$ cat src/hdl/a85_pkg.sv
package a85_pkg;

	// Reciprocal of 85 scaled by 2^38. Exact quotient for any 32-bit dividend.
	localparam logic [31:0] DIV_MAGIC = 32'd3233857729;
	localparam int DIV_SHIFT = 38;
	localparam int QUO_W = 64 - DIV_SHIFT;

	localparam logic [6:0] CH_OFFSET = 7'd33;
	localparam logic [6:0] CH_DIGIT_MAX = 7'd117;
	localparam logic [6:0] CH_ZERO = 7'd122;
	localparam logic [6:0] CH_END_A = 7'd126;
	localparam logic [6:0] CH_END_B = 7'd62;
	localparam logic [6:0] BASE85 = 7'd85;

	localparam int QDEPTH = 2;
	localparam int QPTR_W = $clog2(QDEPTH);
	localparam int QCNT_W = $clog2(QDEPTH + 1);

	// One group handed from the front to the conversion side.
	typedef struct packed {
		logic [31:0] word;
		logic        zero;
		logic [2:0]  ndig;
		logic        fin;
	} job_t;

	// Converted group, digits most significant first at index 0.
	typedef struct packed {
		logic [4:0][6:0] dig;
		logic            zero;
		logic [2:0]      ndig;
		logic            fin;
	} conv_res_t;

	typedef enum logic [1:0] {
		CV_IDLE,
		CV_MUL,
		CV_FIX
	} conv_state_t;

endpackage

$ cat src/hdl/a85_front.sv
module a85_front (
	input  logic            clk,
	input  logic            arst_n,
	input  logic            byte_valid,
	output logic            byte_stall,
	input  logic [7:0]      data_byte,
	input  logic            final_byte,
	input  logic            q_full,
	output logic            push,
	output a85_pkg::job_t   push_job
);
	import a85_pkg::*;

	logic [23:0] pend_q;
	logic [1:0]  cnt_q;
	logic [31:0] acc;
	logic        accept;
	logic        complete;

	assign byte_stall = q_full;
	assign accept = byte_valid && !byte_stall;
	assign acc = {pend_q, data_byte};
	assign complete = (cnt_q == 2'd3);
	assign push = accept && (complete || final_byte);

	always_comb begin
		push_job.zero = complete && (acc == 32'd0);
		push_job.fin = final_byte;
		push_job.ndig = complete ? 3'd5 : ({1'b0, cnt_q} + 3'd2);
		unique case (cnt_q)
			2'd0: push_job.word = {acc[7:0], 24'd0};
			2'd1: push_job.word = {acc[15:0], 16'd0};
			2'd2: push_job.word = {acc[23:0], 8'd0};
			2'd3: push_job.word = acc;
		endcase
	end

	always_ff @(posedge clk or negedge arst_n) begin
		if (!arst_n) begin
			pend_q <= '0;
			cnt_q <= '0;
		end else if (accept) begin
			if (push) begin
				pend_q <= '0;
				cnt_q <= '0;
			end else begin
				pend_q <= acc[23:0];
				cnt_q <= cnt_q + 2'd1;
			end
		end
	end

endmodule

$ cat src/hdl/a85_queue.sv
module a85_queue (
	input  logic            clk,
	input  logic            arst_n,
	input  logic            push,
	input  a85_pkg::job_t   push_job,
	output logic            full,
	input  logic            pop,
	output a85_pkg::job_t   head,
	output logic            empty
);
	import a85_pkg::*;

	job_t              mem_q [QDEPTH];
	logic [QPTR_W-1:0] wr_ptr_q;
	logic [QPTR_W-1:0] rd_ptr_q;
	logic [QCNT_W-1:0] count_q;

	assign full = (count_q == QCNT_W'(QDEPTH));
	assign empty = (count_q == '0);
	assign head = mem_q[rd_ptr_q];

	always_ff @(posedge clk) begin
		if (push) begin
			mem_q[wr_ptr_q] <= push_job;
		end
	end

	// The depth is a power of two, so the pointers wrap on their own.
	always_ff @(posedge clk or negedge arst_n) begin
		if (!arst_n) begin
			wr_ptr_q <= '0;
			rd_ptr_q <= '0;
			count_q <= '0;
		end else begin
			if (push) begin
				wr_ptr_q <= wr_ptr_q + 1'b1;
			end
			if (pop) begin
				rd_ptr_q <= rd_ptr_q + 1'b1;
			end
			if (push && !pop) begin
				count_q <= count_q + 1'b1;
			end else if (pop && !push) begin
				count_q <= count_q - 1'b1;
			end
		end
	end

endmodule

$ cat src/hdl/a85_conv.sv
module a85_conv (
	input  logic                 clk,
	input  logic                 arst_n,
	input  a85_pkg::job_t        head,
	input  logic                 q_empty,
	output logic                 pop,
	output a85_pkg::conv_res_t   res,
	output logic                 res_valid,
	input  logic                 take
);
	import a85_pkg::*;

	conv_state_t       st_q;
	conv_state_t       st_d;
	logic [1:0]        step_q;
	logic [31:0]       val_q;
	logic [QUO_W-1:0]  prod_q;
	logic [4:0][6:0]   dig_q;
	logic              zero_q;
	logic [2:0]        ndig_q;
	logic              fin_q;
	logic              rdy_q;

	logic              start;
	logic              finish;
	logic [31:0]       mul_a;
	logic [63:0]       prod_d;
	logic [31:0]       quo;
	logic [31:0]       quo85;
	logic [31:0]       rem_full;
	logic [6:0]        rem;

	assign start = (st_q == CV_IDLE) && !q_empty && (!rdy_q || take);
	assign pop = start;
	assign finish = (st_q == CV_FIX) && (step_q == 2'd3);

	assign mul_a = (st_q == CV_IDLE) ? head.word : val_q;
	assign prod_d = {32'd0, mul_a} * {32'd0, DIV_MAGIC};

	// Remainder from the registered quotient: q*85 as q*64 + q*16 + q*4 + q.
	assign quo = {{(32 - QUO_W){1'b0}}, prod_q};
	assign quo85 = (quo << 6) + (quo << 4) + (quo << 2) + quo;
	assign rem_full = val_q - quo85;
	assign rem = rem_full[6:0];

	assign res_valid = rdy_q;
	assign res.dig = dig_q;
	assign res.zero = zero_q;
	assign res.ndig = ndig_q;
	assign res.fin = fin_q;

	always_ff @(posedge clk or negedge arst_n) begin
		if (!arst_n) begin
			st_q <= CV_IDLE;
		end else begin
			st_q <= st_d;
		end
	end

	always_comb begin
		st_d = st_q;
		unique case (st_q)
			CV_IDLE: begin
				if (start && !head.zero) begin
					st_d = CV_FIX;
				end
			end
			CV_MUL: st_d = CV_FIX;
			CV_FIX: st_d = finish ? CV_IDLE : CV_MUL;
			default: st_d = CV_IDLE;
		endcase
	end

	always_ff @(posedge clk or negedge arst_n) begin
		if (!arst_n) begin
			rdy_q <= 1'b0;
			step_q <= '0;
		end else begin
			if (finish || (start && head.zero)) begin
				rdy_q <= 1'b1;
			end else if (take) begin
				rdy_q <= 1'b0;
			end
			if (start) begin
				step_q <= '0;
			end else if (st_q == CV_MUL) begin
				step_q <= step_q + 2'd1;
			end
		end
	end

	// Each division step peels off the least significant remaining digit.
	always_ff @(posedge clk) begin
		if (start) begin
			zero_q <= head.zero;
			ndig_q <= head.ndig;
			fin_q <= head.fin;
			val_q <= head.word;
		end
		if (start || (st_q == CV_MUL)) begin
			prod_q <= prod_d[63:DIV_SHIFT];
		end
		if (st_q == CV_FIX) begin
			val_q <= quo;
			dig_q[3'd4 - {1'b0, step_q}] <= rem + CH_OFFSET;
			if (finish) begin
				dig_q[0] <= quo[6:0] + CH_OFFSET;
			end
		end
	end

`ifndef SYNTHESIS
	a_rdy_idle: assert property (@(posedge clk) disable iff (!arst_n)
		rdy_q |-> st_q == CV_IDLE)
		else $error("converted result held while the divider is busy");

	a_rem_range: assert property (@(posedge clk) disable iff (!arst_n)
		st_q == CV_FIX |-> rem_full < {25'd0, BASE85})
		else $error("division by 85 left a remainder out of range");

	a_pop_free: assert property (@(posedge clk) disable iff (!arst_n)
		pop |-> !rdy_q || take)
		else $error("new group taken while the previous result is unclaimed");
`endif

endmodule

$ cat src/hdl/a85_emit.sv
module a85_emit (
	input  logic                 clk,
	input  logic                 arst_n,
	input  a85_pkg::conv_res_t   res,
	input  logic                 res_valid,
	output logic                 take,
	output logic                 char_valid,
	input  logic                 char_stall,
	output logic [6:0]           out_char,
	output logic                 run_last
);
	import a85_pkg::*;

	conv_res_t  buf_q;
	logic       busy_q;
	logic [2:0] idx_q;
	logic       ov_q;
	logic [6:0] char_q;
	logic       last_q;

	logic       adv;
	logic       last;
	logic [2:0] nbody;
	logic [2:0] ntot;
	logic [6:0] digit;
	logic [6:0] ch;

	assign adv = busy_q && (!ov_q || !char_stall);
	assign take = res_valid && (!busy_q || (adv && last));

	assign char_valid = ov_q;
	assign out_char = char_q;
	assign run_last = last_q;

	always_comb begin
		nbody = buf_q.zero ? 3'd1 : buf_q.ndig;
		ntot = nbody + (buf_q.fin ? 3'd2 : 3'd0);
		last = (idx_q == ntot - 3'd1);
		unique case (idx_q)
			3'd0: digit = buf_q.dig[0];
			3'd1: digit = buf_q.dig[1];
			3'd2: digit = buf_q.dig[2];
			3'd3: digit = buf_q.dig[3];
			3'd4: digit = buf_q.dig[4];
			default: digit = buf_q.dig[0];
		endcase
		priority if (idx_q < nbody) begin
			ch = buf_q.zero ? CH_ZERO : digit;
		end else if (idx_q == nbody) begin
			ch = CH_END_A;
		end else begin
			ch = CH_END_B;
		end
	end

	always_ff @(posedge clk or negedge arst_n) begin
		if (!arst_n) begin
			busy_q <= 1'b0;
			idx_q <= '0;
			ov_q <= 1'b0;
		end else begin
			if (!ov_q || !char_stall) begin
				ov_q <= busy_q;
			end
			if (take) begin
				busy_q <= 1'b1;
				idx_q <= '0;
			end else if (adv && last) begin
				busy_q <= 1'b0;
			end else if (adv) begin
				idx_q <= idx_q + 3'd1;
			end
		end
	end

	always_ff @(posedge clk) begin
		if (take) begin
			buf_q <= res;
		end
		if (adv) begin
			char_q <= ch;
			last_q <= last;
		end
	end

`ifndef SYNTHESIS
	a_char_set: assert property (@(posedge clk) disable iff (!arst_n)
		ov_q |-> (char_q >= CH_OFFSET && char_q <= CH_DIGIT_MAX) || char_q == CH_ZERO ||
			char_q == CH_END_A || char_q == CH_END_B)
		else $error("character outside the encoded alphabet");

	a_tilde_mid: assert property (@(posedge clk) disable iff (!arst_n)
		ov_q && char_q == CH_END_A |-> !last_q)
		else $error("terminator cut short after the first mark");

	a_body_len: assert property (@(posedge clk) disable iff (!arst_n)
		busy_q && !buf_q.zero |-> buf_q.ndig >= 3'd2 && buf_q.ndig <= 3'd5)
		else $error("group digit count out of range");
`endif

endmodule

$ cat src/hdl/ascii85_stream_encoder_core.sv
// A zero group skips the divider and is passed on as a single 'z'.
// The shared divide-by-85 unit sets the group rate: for each of the four
// divisions per group it does a multiply and a correction step, and it takes
// no new group until it is done.
// Bytes that do not close a group are taken every cycle while the job queue has room.
// Reset (arst_n low) clears the pending group, the job queue and the output register.
module ascii85_stream_encoder_core (
	input  logic       clk,
	input  logic       arst_n,
	input  logic       byte_valid,
	output logic       byte_stall,
	input  logic [7:0] data_byte,
	input  logic       final_byte,
	output logic       char_valid,
	input  logic       char_stall,
	output logic [6:0] out_char,
	output logic       run_last
);
	import a85_pkg::*;

	job_t      push_job;
	job_t      head;
	conv_res_t res;
	logic      push;
	logic      q_full;
	logic      q_empty;
	logic      pop;
	logic      res_valid;
	logic      take;

	a85_front u_front (
		.clk        (clk),
		.arst_n     (arst_n),
		.byte_valid (byte_valid),
		.byte_stall (byte_stall),
		.data_byte  (data_byte),
		.final_byte (final_byte),
		.q_full     (q_full),
		.push       (push),
		.push_job   (push_job)
	);

	a85_queue u_queue (
		.clk      (clk),
		.arst_n   (arst_n),
		.push     (push),
		.push_job (push_job),
		.full     (q_full),
		.pop      (pop),
		.head     (head),
		.empty    (q_empty)
	);

	a85_conv u_conv (
		.clk       (clk),
		.arst_n    (arst_n),
		.head      (head),
		.q_empty   (q_empty),
		.pop       (pop),
		.res       (res),
		.res_valid (res_valid),
		.take      (take)
	);

	a85_emit u_emit (
		.clk        (clk),
		.arst_n     (arst_n),
		.res        (res),
		.res_valid  (res_valid),
		.take       (take),
		.char_valid (char_valid),
		.char_stall (char_stall),
		.out_char   (out_char),
		.run_last   (run_last)
	);

endmodule
$ cat config.mk
export PLATFORM = sky130hd
export DESIGN_NAME = ascii85_stream_encoder_core
export DESIGN_NICKNAME = d
export VERILOG_FILES = /design/src/hdl/a85_pkg.sv /design/src/hdl/a85_front.sv /design/src/hdl/a85_queue.sv /design/src/hdl/a85_conv.sv /design/src/hdl/a85_emit.sv /design/src/hdl/ascii85_stream_encoder_core.sv
export SDC_FILE = /design/constraint.sdc
export NUM_CORES = 1
export LEC_CHECK = 0
export BUFFER_PORTS_ARGS = -buffer_cell sky130_fd_sc_hd__buf_2
export CAP_MARGIN = 10
export CELL_PAD_IN_SITES_DETAIL_PLACEMENT = 1
export CELL_PAD_IN_SITES_GLOBAL_PLACEMENT = 2
export CORE_ASPECT_RATIO = 0.6
export CORE_MARGIN = 4
export CORE_UTILIZATION = 48
export DETAILED_ROUTE_END_ITERATION = 7
export PLACE_DENSITY = 0.89
export SYNTH_ARGS = -nofsm -noshare
export SYNTH_HDL_FRONTEND = slang
export SYNTH_SLANG_ARGS = --single-unit
$ cat constraint.sdc
create_clock -name clk -period 22.5 [get_ports clk]
set_input_delay 4.5 -clock clk [delete_from_list [all_inputs] [get_ports clk]]
set_output_delay 4.5 -clock clk [all_outputs]
set_load 0.05 [all_outputs]
Word level (Yosys, flattened, before mapping)
Memories as Yosys holds them, arrays and structs flattened.
Cells that the tools add are included.
{ "word_totals": {"register_bits": 186, "ram_bits": 74, "inputBits": 13, "out_inout_bits": 10, "wordCells": 142, "mem_count": 1} }
{ "op_classes": {"add_sub_neg": 17, "mul": 1, "magnitude_cmp": 3, "n_eq_ne": 15, "muxes": 33, "n_reduce_logical": 40} }
{ "mem_list": {"columns": ["memory", "words", "word_bits", "read_ports", "rd_ports_with_merged_regs", "write_ports", "line", "text"], "rows": [
  ["u_queue.mem_q", 2, 37, 1, 0, 1, "a85_queue.sv:13", "job_t mem_q [QDEPTH];"]
]} }
{ "op_table": {"columns": ["cell", "count"], "rows": [
  ["32-bit case mux with 4 select lines", 1],
  ["32-bit by 32-bit multiplier with 64-bit output, second input constant", 1],
  ["26-bit two-way mux", 2],
  ["35-bit bitwise mux", 1],
  ["7-bit two-way mux", 5],
  ["32-bit zero test", 1],
  ["32-bit two-way mux", 1],
  ["7-bit case mux with 4 select lines", 1],
  ["24-bit two-way mux", 1],
  ["7-bit adder", 3],
  ["7-bit demux with 3-bit select", 1],
  ["3-bit two-way mux", 5],
  ["7-bit by 6-bit adder with 7-bit output, second input constant", 2],
  ["1-bit logical AND", 14],
  ["2-bit two-way mux", 7],
  ["2-bit nonzero test", 6],
  ["2-bit equality test, second input constant", 5],
  ["1-bit zero test", 9],
  ["1-bit two-way mux", 7],
  ["7-bit subtractor", 1],
  ["2-bit by 1-bit adder with 2-bit output, second input constant", 3],
  ["3-bit by 2-bit equality test with 1-bit output, second input constant", 2],
  ["3-bit equality test", 2],
  ["2-bit zero test", 3],
  ["17 further kinds", 25]
]} }

Logic depth before layout (Yosys ltp)
Gate-level depths: netlist (run 1).
{ "depth": {"depth_word": 12, "mapped_depth": 28, "depth_no_buf": 26} }

Modules after synthesis
From an unflattened synthesis (run 1), not the netlist that was laid out.
{ "hier_totals": {"cells_unflattened": 1889, "area_unflattened_um2": 21623.2} }
{ "by_module_without_submodules": {"columns": ["module", "n_inst", "cells_per_inst", "area_each_um2", "seq_area_each_um2"], "rows": [
  ["a85_conv", 1, 1456, 14828.0, 3007.9],
  ["a85_queue", 1, 131, 2939.1, 2322.2],
  ["a85_emit", 1, 143, 2238.4, 1566.5],
  ["a85_front", 1, 159, 1617.8, 650.6]
]} }

Least setup slack after synthesis (run 1)
No wires, ideal clock.
{ "synth_timing": {"path_type": "input to register", "from": "in byte_valid", "to": "mem u_queue.mem_q[0][0] in the netlist's numbering (enable)", "setup_time_ns": 0.477, "arrival_time_ns": 7.492, "t_required_ns": 22.023, "setup_slack_ns": 14.531, "path_stages": 3, "n_path_buf": 1, "cell_sequence": "o21ai_1 clkbuf_1 nor3_1"} }
{ "synth_between": {"elab_chain_cells": 4} }
{ "synth_rtl": {"columns": ["element", "line", "text"], "rows": [
  ["from (decl)", "ascii85_stream_encoder_core.sv:10", "input logic byte_valid,"],
  ["1-bit logical AND", "a85_front.sv:21", "assign accept = byte_valid && !byte_stall;"],
  ["1-bit logical AND", "a85_front.sv:24", "assign push = accept && (complete || final_byte);"],
  ["1-bit two-way mux", "a85_queue.sv:23", "if (push) begin"],
  ["1-bit two-way mux (implied by the code)", "a85_queue.sv:24", "mem_q[wr_ptr_q] <= push_job;"],
  ["to (decl)", "a85_queue.sv:13", null]
]} }
Every way passes these cells.

Worst setup path in the final report (run 1)
{ "layout_timing": {"from": "reg u_queue.rd_ptr_q", "to": "reg u_conv.prod_q[23] (data pin)"} }
{ "layout_between": {"elab_chain_cells": 3} }
{ "layout_rtl": {"columns": ["element", "line", "text"], "rows": [
  ["from (decl)", "a85_queue.sv:15", "logic [QPTR_W-1:0] rd_ptr_q;"],
  ["from (signal assigned)", "a85_queue.sv:39", "rd_ptr_q <= rd_ptr_q + 1'b1;"],
  ["memory 2 x 37 bit", null, null],
  ["32-bit two-way mux", "a85_conv.sv:37", "assign mul_a = (st_q == CV_IDLE) ? head.word : val_q;"],
  ["32-bit by 32-bit multiplier with 64-bit output", "a85_conv.sv:38", "assign prod_d = {32'd0, mul_a} * {32'd0, DIV_MAGIC};"],
  ["via u_conv.prod_d[61]", "a85_conv.sv:27", "logic [63:0] prod_d;"],
  ["to (signal assigned)", "a85_conv.sv:101", "prod_q <= prod_d[63:DIV_SHIFT];"],
  ["to (decl)", "a85_conv.sv:17", "logic [QUO_W-1:0] prod_q;"]
]} }
The timed path passes the listed nets, and every way through them passes these cells.
A chain may end at the register's enable or synchronous reset.

==> results of run 1 <==
==> synthesized netlist by cell type, drive strengths merged, types with 3 or more instances <==
cell type	n	area share, %
a21o	40	1.4
a211oi	12	0.42
a21boi	3	0.10
and2	18	0.52
and3	5	0.15
o21ai	75	1.7
o31ai	5	0.17
a31o	3	0.12
xor2	16	0.65
dfrtp	40	4.6
dfxtp	6	0.56
mux2	5	0.26
inv	374	6.5
ha	346	20
a22oi	15	0.52
nand2	120	2.1
nand2b	9	0.26
buf	9	0.18
nor2	106	1.8
mux2i	40	1.9
edfxtp	214	30
a21oi	92	2.2
a22o	8	0.32
o21bai	8	0.28
nand3	29	0.67
a311oi	5	0.20
a222oi	21	0.97
xnor2	38	1.5
or3	4	0.12
nand4	15	0.44
nor4	11	0.35
o21a	3	0.10
clkbuf	46	0.81
nor2b	10	0.29
nor3	9	0.21
fa	174	16
or2	6	0.17
==> worst max-delay path, delay by kind of cell, from the launching register on <==
family | cells | cell delay (ns)
adders and majority gates | 9 | 4.07
AOI/OAI and AO/OA | 10 | 3.80
muxes | 1 | 0.20
buffers and inverters | 5 | 0.80
DFF | 1 | 0.36
==> per-stage QoR <==
step / instance area [µm²] / hold slack, ns / std cells / setup WS (ns)
2_1_floorplan: 21570 / 0.4003 / 1974 / 14.53
3_3_place_gp: 22370 / 0.4013 / 2542 / 13.10
3_5_place_dp: 22370 / 0.4057 / 2542 / 13.04
4_1_cts: 23120 / 0.4221 / 2582 / 13.01
5_1_grt: 23120 / 0.4298 / 2583 / 12.51
6_report: 23120 / 0.4200 / 2583 / 12.99
==> flip-flops by register name, summed over array words and instances, names as in the netlist <==
name	cells
u_conv.st_q	2
u_queue.count_q	2
u_conv.res	35
u_conv.val_q	32
u_emit.busy_q	1
u_emit.run_last	1
u_queue.rd_ptr_q	1
u_emit.char_valid	1
u_queue.mem_q	74
u_conv.prod_q	26
u_conv.zero_q	1
u_conv.fin_q	1
u_front.pend_q	24
u_conv.step_q	2
u_front.cnt_q	2
u_emit.idx_q	3
u_queue.wr_ptr_q	1
u_emit.buf_q	40
u_emit.out_char	7
u_conv.ndig_q	3
u_conv.res_valid	1
==> cell type report <==
class	count	area, µm²
fillers	4715	20720
well taps	579	724.4
flip-flops and latches	260	7548
repair buffers	45	280.3
clock inverters	12	152.6
clock buffers	28	593.1
multi-input cells	1284	12420
inverters	375	1408
==> cells by family (layout without fill, tap and decap cells) <==
logic type      count (synthesis)  in the layout  share of synthesized area (%)
fa+ha+maj                     520            520                          36.22
buf+inv                       430            460                          7.511
simple gates                  349            349                          7.384
compound gates                316            316                          9.594
flops                         260            260                          34.99
xor+xnor                       54             54                          2.192
mux                            45             45                          2.117
==> worst max-delay path by stage <==
stage	start	slack, ns	cells after the start	to
floorplan	byte_valid	14.53	3	u_queue.mem_q[0][0]$_DFFE_PP_
global placement	u_queue.rd_ptr_q$_DFFE_PN0P_	13.10	24	u_conv.prod_q[23]$_DFFE_PP_
detailed placement	u_queue.rd_ptr_q$_DFFE_PN0P_	13.04	25	u_conv.prod_q[23]$_DFFE_PP_
CTS	u_queue.rd_ptr_q$_DFFE_PN0P_	13.01	25	u_conv.prod_q[23]$_DFFE_PP_
global route	u_queue.rd_ptr_q$_DFFE_PN0P_	12.51	25	u_conv.prod_q[23]$_DFFE_PP_
finish	u_queue.rd_ptr_q$_DFFE_PN0P_	12.99	25	u_conv.prod_q[23]$_DFFE_PP_
==> metal layers <==
layer  global-route usage [%]  wire length [µm]  vias up  share of wire [%]
met5                        0                 0        -                  0
met4                    3.460               819        0                1.3
met3                    6.127              4932       44                8.0
met2                    38.78             25640      426                 41
met1                    40.65             30500     7498                 49
li1                         -                 -     6770                  -
==> impl_metrics.tcl, run 1 <==
set metrics [dict create \
    reg2reg_slack_ns 12.99 \
    grt_pass1_vias 15900 \
    worst_path_most_repeated_cell "fa_1" \
    antenna_cells 0 \
    post_cts.repair.setup_buffers 0 \
    status "finished clean" \
    post-route-period-util_pct 42.26 \
    clockBufferDepth 3 \
    dp_hpwl_um 51480 \
    hp-class "reg2reg" \
    slowest_delay_ns 0.85 \
    rows 59 \
    reg2reg_to "u_conv.prod_q[23]$_DFFE_PP_" \
    start_util_pct 49.20 \
    r2r-start "u_queue.rd_ptr_q$_DFFE_PN0P_" \
    period_minus_slack_ns 9.509 \
    grt_pass1_wl_um 95950 \
    final_cell_mix "inv_1 (373), ha_1 (346), edfxtp_1 (214)" \
    ant_nets 0 \
    syn_inst 1974 \
    syn_to_final_growth_pct 7.198 \
    cts_sinks 260 \
    fin_nets 2521 \
    overflow 0 \
    syn_area_mm2 0.02157 \
    cp_data_arrival_time_ns 9.79 \
    grt_max_degree 55 \
    syn_nets 2507 \
    core_mm2 0.04385 \
    tightest_slew_ns 1.128 \
    yosysWarnings 0 \
    cap_violations 0 \
    skew_ns 0.01900 \
    synth_seq_cells 260 \
    post-route-drc-count 0 \
    endpoint_kind "register" \
    grt_use_total_pct 26.30 \
    setup.worst_path.start_class "register" \
    cp_slowest_cell "o21ai_0" \
    cts_root_buffer "clkbuf_16" \
    async_reset_ff_share_pct 15.38 \
    via_count 14740 \
    dr.pass1.iters 6 \
    syn-mean-instance-area_um2 10.93 \
    synth_cell_types 72 \
    hold_violations 0 \
    postCtsHoldBufs 0 \
    die_x_um 281.7 \
    cts_tree "built" \
    max_freq_mhz 105.2 \
    hold_end "u_emit.buf_q[19]$_DFFE_PP_" \
    synth-seq-area-share_pct 34.99 \
    hold_depth 0 \
    place_congestion 0.9838 \
    min_from "u_conv.res[19]$_DFFE_PP_" \
    cts_resized 0 \
    fin_util_pct 52.74 \
    ys.flop_type "edfxtp_1" \
    dieArea_mm2 0.04851 \
    drtIter0Drc 1279 \
    fin_tns_setup_ns 0 \
    synth_edf_count 214 \
    finalSetupViolations 0 \
    cts_buffers 22 \
    wl_um 61900 \
    ios 23 \
    wl_per_cell_um 23.96 \
    antenna_found_initial 0 \
    vias_per_cell 5.706 \
    insertion_delay_ns 0.54 \
    final_common_cell "inv_1" \
    die_h_um 172.2 \
    io_buffers 22 \
    rsz0062_at_grt "no" \
    slew-limit-headroom_pct 24.02 \
    crit_fanout 38 \
    clkTransAtPathRegs_ns 0.07 \
    rr_worst_depth 25 \
    worst_ep_required_time_ns 22.78 \
    drive_gt1_share_pct 5.040 \
    worstSetupPathType "reg2reg" \
    maxSlewViolCount 0 \
    cts.htree.levels 1 \
]
Power of run 1 is not shown: default switching activity piles up to over one toggle a cycle in this logic, so the estimate is an artifact.
==> run 2: changes to the inputs <==
ABC_AREA = 1   (was default)
CORE_UTILIZATION = 43   (was 48)
PLACE_DENSITY = 0.84   (was 0.89)
clock period = 9.2 ns   (was 22.5 ns; I/O delays follow)
==> run 2 against run 1 <==
Against the previous run:
- routed wire length up 19%
- register-to-register slack got worse by 12 ns
- setup slack worse by 12 ns
- sequential share of layout area shrank 1.6 points
- via count is 13% higher
- clock skew is 0.0032 ns higher
- critical endpoint is now u_conv.prod_q[20]$_DFFE_PP_
- synthesized cell count up 16%
==> impl_metrics.tcl, run 2 <==
set metrics [dict create \
    fillers 5832 \
    rows 64 \
    cap_violations 0 \
    worst_ep_required_time_ns 9.55 \
    die_h_um 184.9 \
    dr.pass1.iters 5 \
    synth_cell_types 54 \
    grt_pass1_wl_um 109300 \
    worstSetupPathType "reg2reg" \
    syn_to_final_growth_pct 8.538 \
    cts_resized 0 \
    endpoint_kind "register" \
    synth_top_cells_by_area "edfxtp_1 (29%), ha_1 (19%), fa_1 (16%)" \
    synth_edf_count 214 \
    hp-class "reg2reg" \
    skew_ns 0.02216 \
    postCtsHoldBufs 0 \
    setup.worst_path.start_class "register" \
    maxSlewViolCount 0 \
    status "finished clean" \
    final_cell_mix "inv_1 (515), ha_1 (346), nand2_1 (311)" \
    async_reset_ff_share_pct 15.38 \
    slowest_delay_ns 0.96 \
    antenna_cells 0 \
    seq_area_mm2 0.007548 \
    fin_tns_setup_ns 0 \
    vias_per_cell 5.444 \
    grt_max_degree 52 \
    ios 23 \
    wl_per_cell_um 24.23 \
    wl_um 73870 \
    worst-path-buf-inv 9 \
    synth_top_area_share_pct 28.66 \
    via_count 16590 \
    core_mm2 0.05125 \
    drive_gt1_share_pct 4.883 \
    tightest_slew_ns 1.172 \
    cts_root_buffer "clkbuf_16" \
    insertion_delay_ns 0.59 \
    die_x_um 302.8 \
    regMostFlops "u_queue.mem_q" \
    io_buffers 22 \
    place_congestion 1.105 \
    synthTopCellsByCount "inv_1 (515), ha_1 (346), nand2_1 (312), edfxtp_1 (214), fa_1 (174)" \
    period_minus_slack_ns 8.449 \
    post-route-period-util_pct 91.83 \
    antenna_found_initial 0 \
    cts.htree.levels 1 \
    syn_area_mm2 0.02242 \
    post-route-drc-count 0 \
    overflow 0 \
    syn-mean-instance-area_um2 9.765 \
    clkTransAtPathRegs_ns 0.08 \
    start_util_pct 43.75 \
    synth-seq-area-share_pct 33.66 \
    crit_fanout 35 \
    worst_path_most_repeated_cell "inv_1" \
    yosysWarnings 0 \
    rsz0062_at_grt "no" \
    post_cts.repair.setup_buffers 0 \
    grt_pass1_vias 17150 \
    cp_data_arrival_time_ns 8.80 \
    final_common_cell "inv_1" \
    ant_nets 0 \
    ys.flop_type "edfxtp_1" \
    multiInputGateArea_mm2 0.01280 \
    cts_sinks 260 \
    syn_nets 2829 \
    cp_slowest_cell "o21ai_0" \
    finalSetupViolations 0 \
    drtIter0Drc 1474 \
    hold_violations 0 \
    max_freq_mhz 118.4 \
    clockBufferDepth 3 \
    grt_use_total_pct 26.54 \
    cts_buffers 27 \
    largest_register_ffs 74 \
    critical_path.top_delay_family "adder cells" \
    dieArea_mm2 0.05598 \
    cts_tree "built" \
    syn_inst 2296 \
    dp_hpwl_um 63080 \
    slew-limit-headroom_pct 21.69 \
    synth.most_common_cell "inv_1" \
    fin_nets 2868 \
    yosys.area.top_type "edfxtp_1" \
    synth_seq_cells 260 \
]
[run 2: changes by cell type in the layout (fill, tap and decap cells not counted), moves of 21 or more]
| cell | previous run | this run |
|---|---|---|
| nand2_1 | 120 | 311 |
| inv_1 | 373 | 515 |
| o21ai_0 | 74 | 136 |
| nand3_1 | 29 | 67 |
| a21o_1 | 40 | 9 |
| xnor2_1 | 38 | 15 |
| a222oi_1 | 21 | 0 |
[run 2: area by class of cell]
class / count / share of cell area (%)
repair buffers: 44 / 1.203
well taps: 693 / 3.563
clock buffers: 29 / 2.807
multi-input cells: 1482 / 52.60
inverters: 520 / 8.026
flip-flops and latches: 260 / 31.02
clock inverters: 20 / 0.7815
[run 2: routing by layer]
layer | GRT usage (%) | vias to the layer above | part of all wire (%)
met5 | 0 | - | 0.11
li1 | - | 7616 | -
met3 | 10.43 | 53 | 11
met1 | 42.54 | 8379 | 50
met2 | 34.08 | 544 | 37
met4 | 2.496 | 2 | 0.92
[run 2: kinds of logic (layout without fill, tap and decap cells)]
| group | after synthesis | after routing | synth area share (%) |
|---|---|---|---|
| AND/OR/NAND/NOR | 559 | 559 | 10.53 |
| buffers and inverters | 554 | 613 | 9.353 |
| adder cells (fa/ha/maj) | 520 | 520 | 34.85 |
| AO/OA/AOI/OAI | 333 | 333 | 8.706 |
| flip-flops | 260 | 260 | 33.66 |
| XOR/XNOR | 39 | 39 | 1.524 |
| multiplexers | 31 | 31 | 1.384 |
[run 2: stage by stage]
step           std cells  cell area, µm²  worst slack (ns)  hold slack, ns  utilization, %
2_1_floorplan       2296           22420             2.592          0.4003               -
3_3_place_gp        2997           23430            0.8160          0.4000           45.72
3_5_place_dp        2997           23430            0.7071          0.4061           45.72
4_1_cts             3046           24300            0.6842          0.4211           47.42
5_1_grt             3048           24330            0.3487          0.4209           47.48
6_report            3048           24330            0.7514          0.4149           47.48
[run 2: worst paths after layout]
| check | from | cells after the start | to | slack [ns] |
|---|---|---|---|---|
| worst max register to register | u_conv.st_q[0]$_DFFE_PN0P_ | 28 | u_conv.prod_q[20]$_DFFE_PP_ | 0.75 |
| max in group asynchronous | arst_n | 1 | u_queue.rd_ptr_q$_DFFE_PN0P_ | 7.05 |
| worst min register to register | u_conv.res[25]$_DFFE_PP_ | 0 | u_emit.buf_q[25]$_DFFE_PP_ | 0.41 |
| worst max-delay path | u_conv.st_q[0]$_DFFE_PN0P_ | 28 | u_conv.prod_q[20]$_DFFE_PP_ | 0.75 |
| min in group asynchronous | arst_n | 1 | u_front.cnt_q[1]$_DFFE_PN0P_ | 1.44 |
| worst min-delay path | u_conv.res[25]$_DFFE_PP_ | 0 | u_emit.buf_q[25]$_DFFE_PP_ | 0.41 |
[run 2: worst register-to-register path, delay by kind of cell (launching register included)]
| kind | cells | cell delay (ns) |
|---|---|---|
| and+or+nand+nor | 8 | 1.05 |
| DFF | 1 | 0.44 |
| adders and majority gates | 9 | 4.06 |
| buffers and inverters | 9 | 1.35 |
| AOI/OAI and AO/OA | 2 | 1.33 |
Power of run 2 is left out for the same reason.
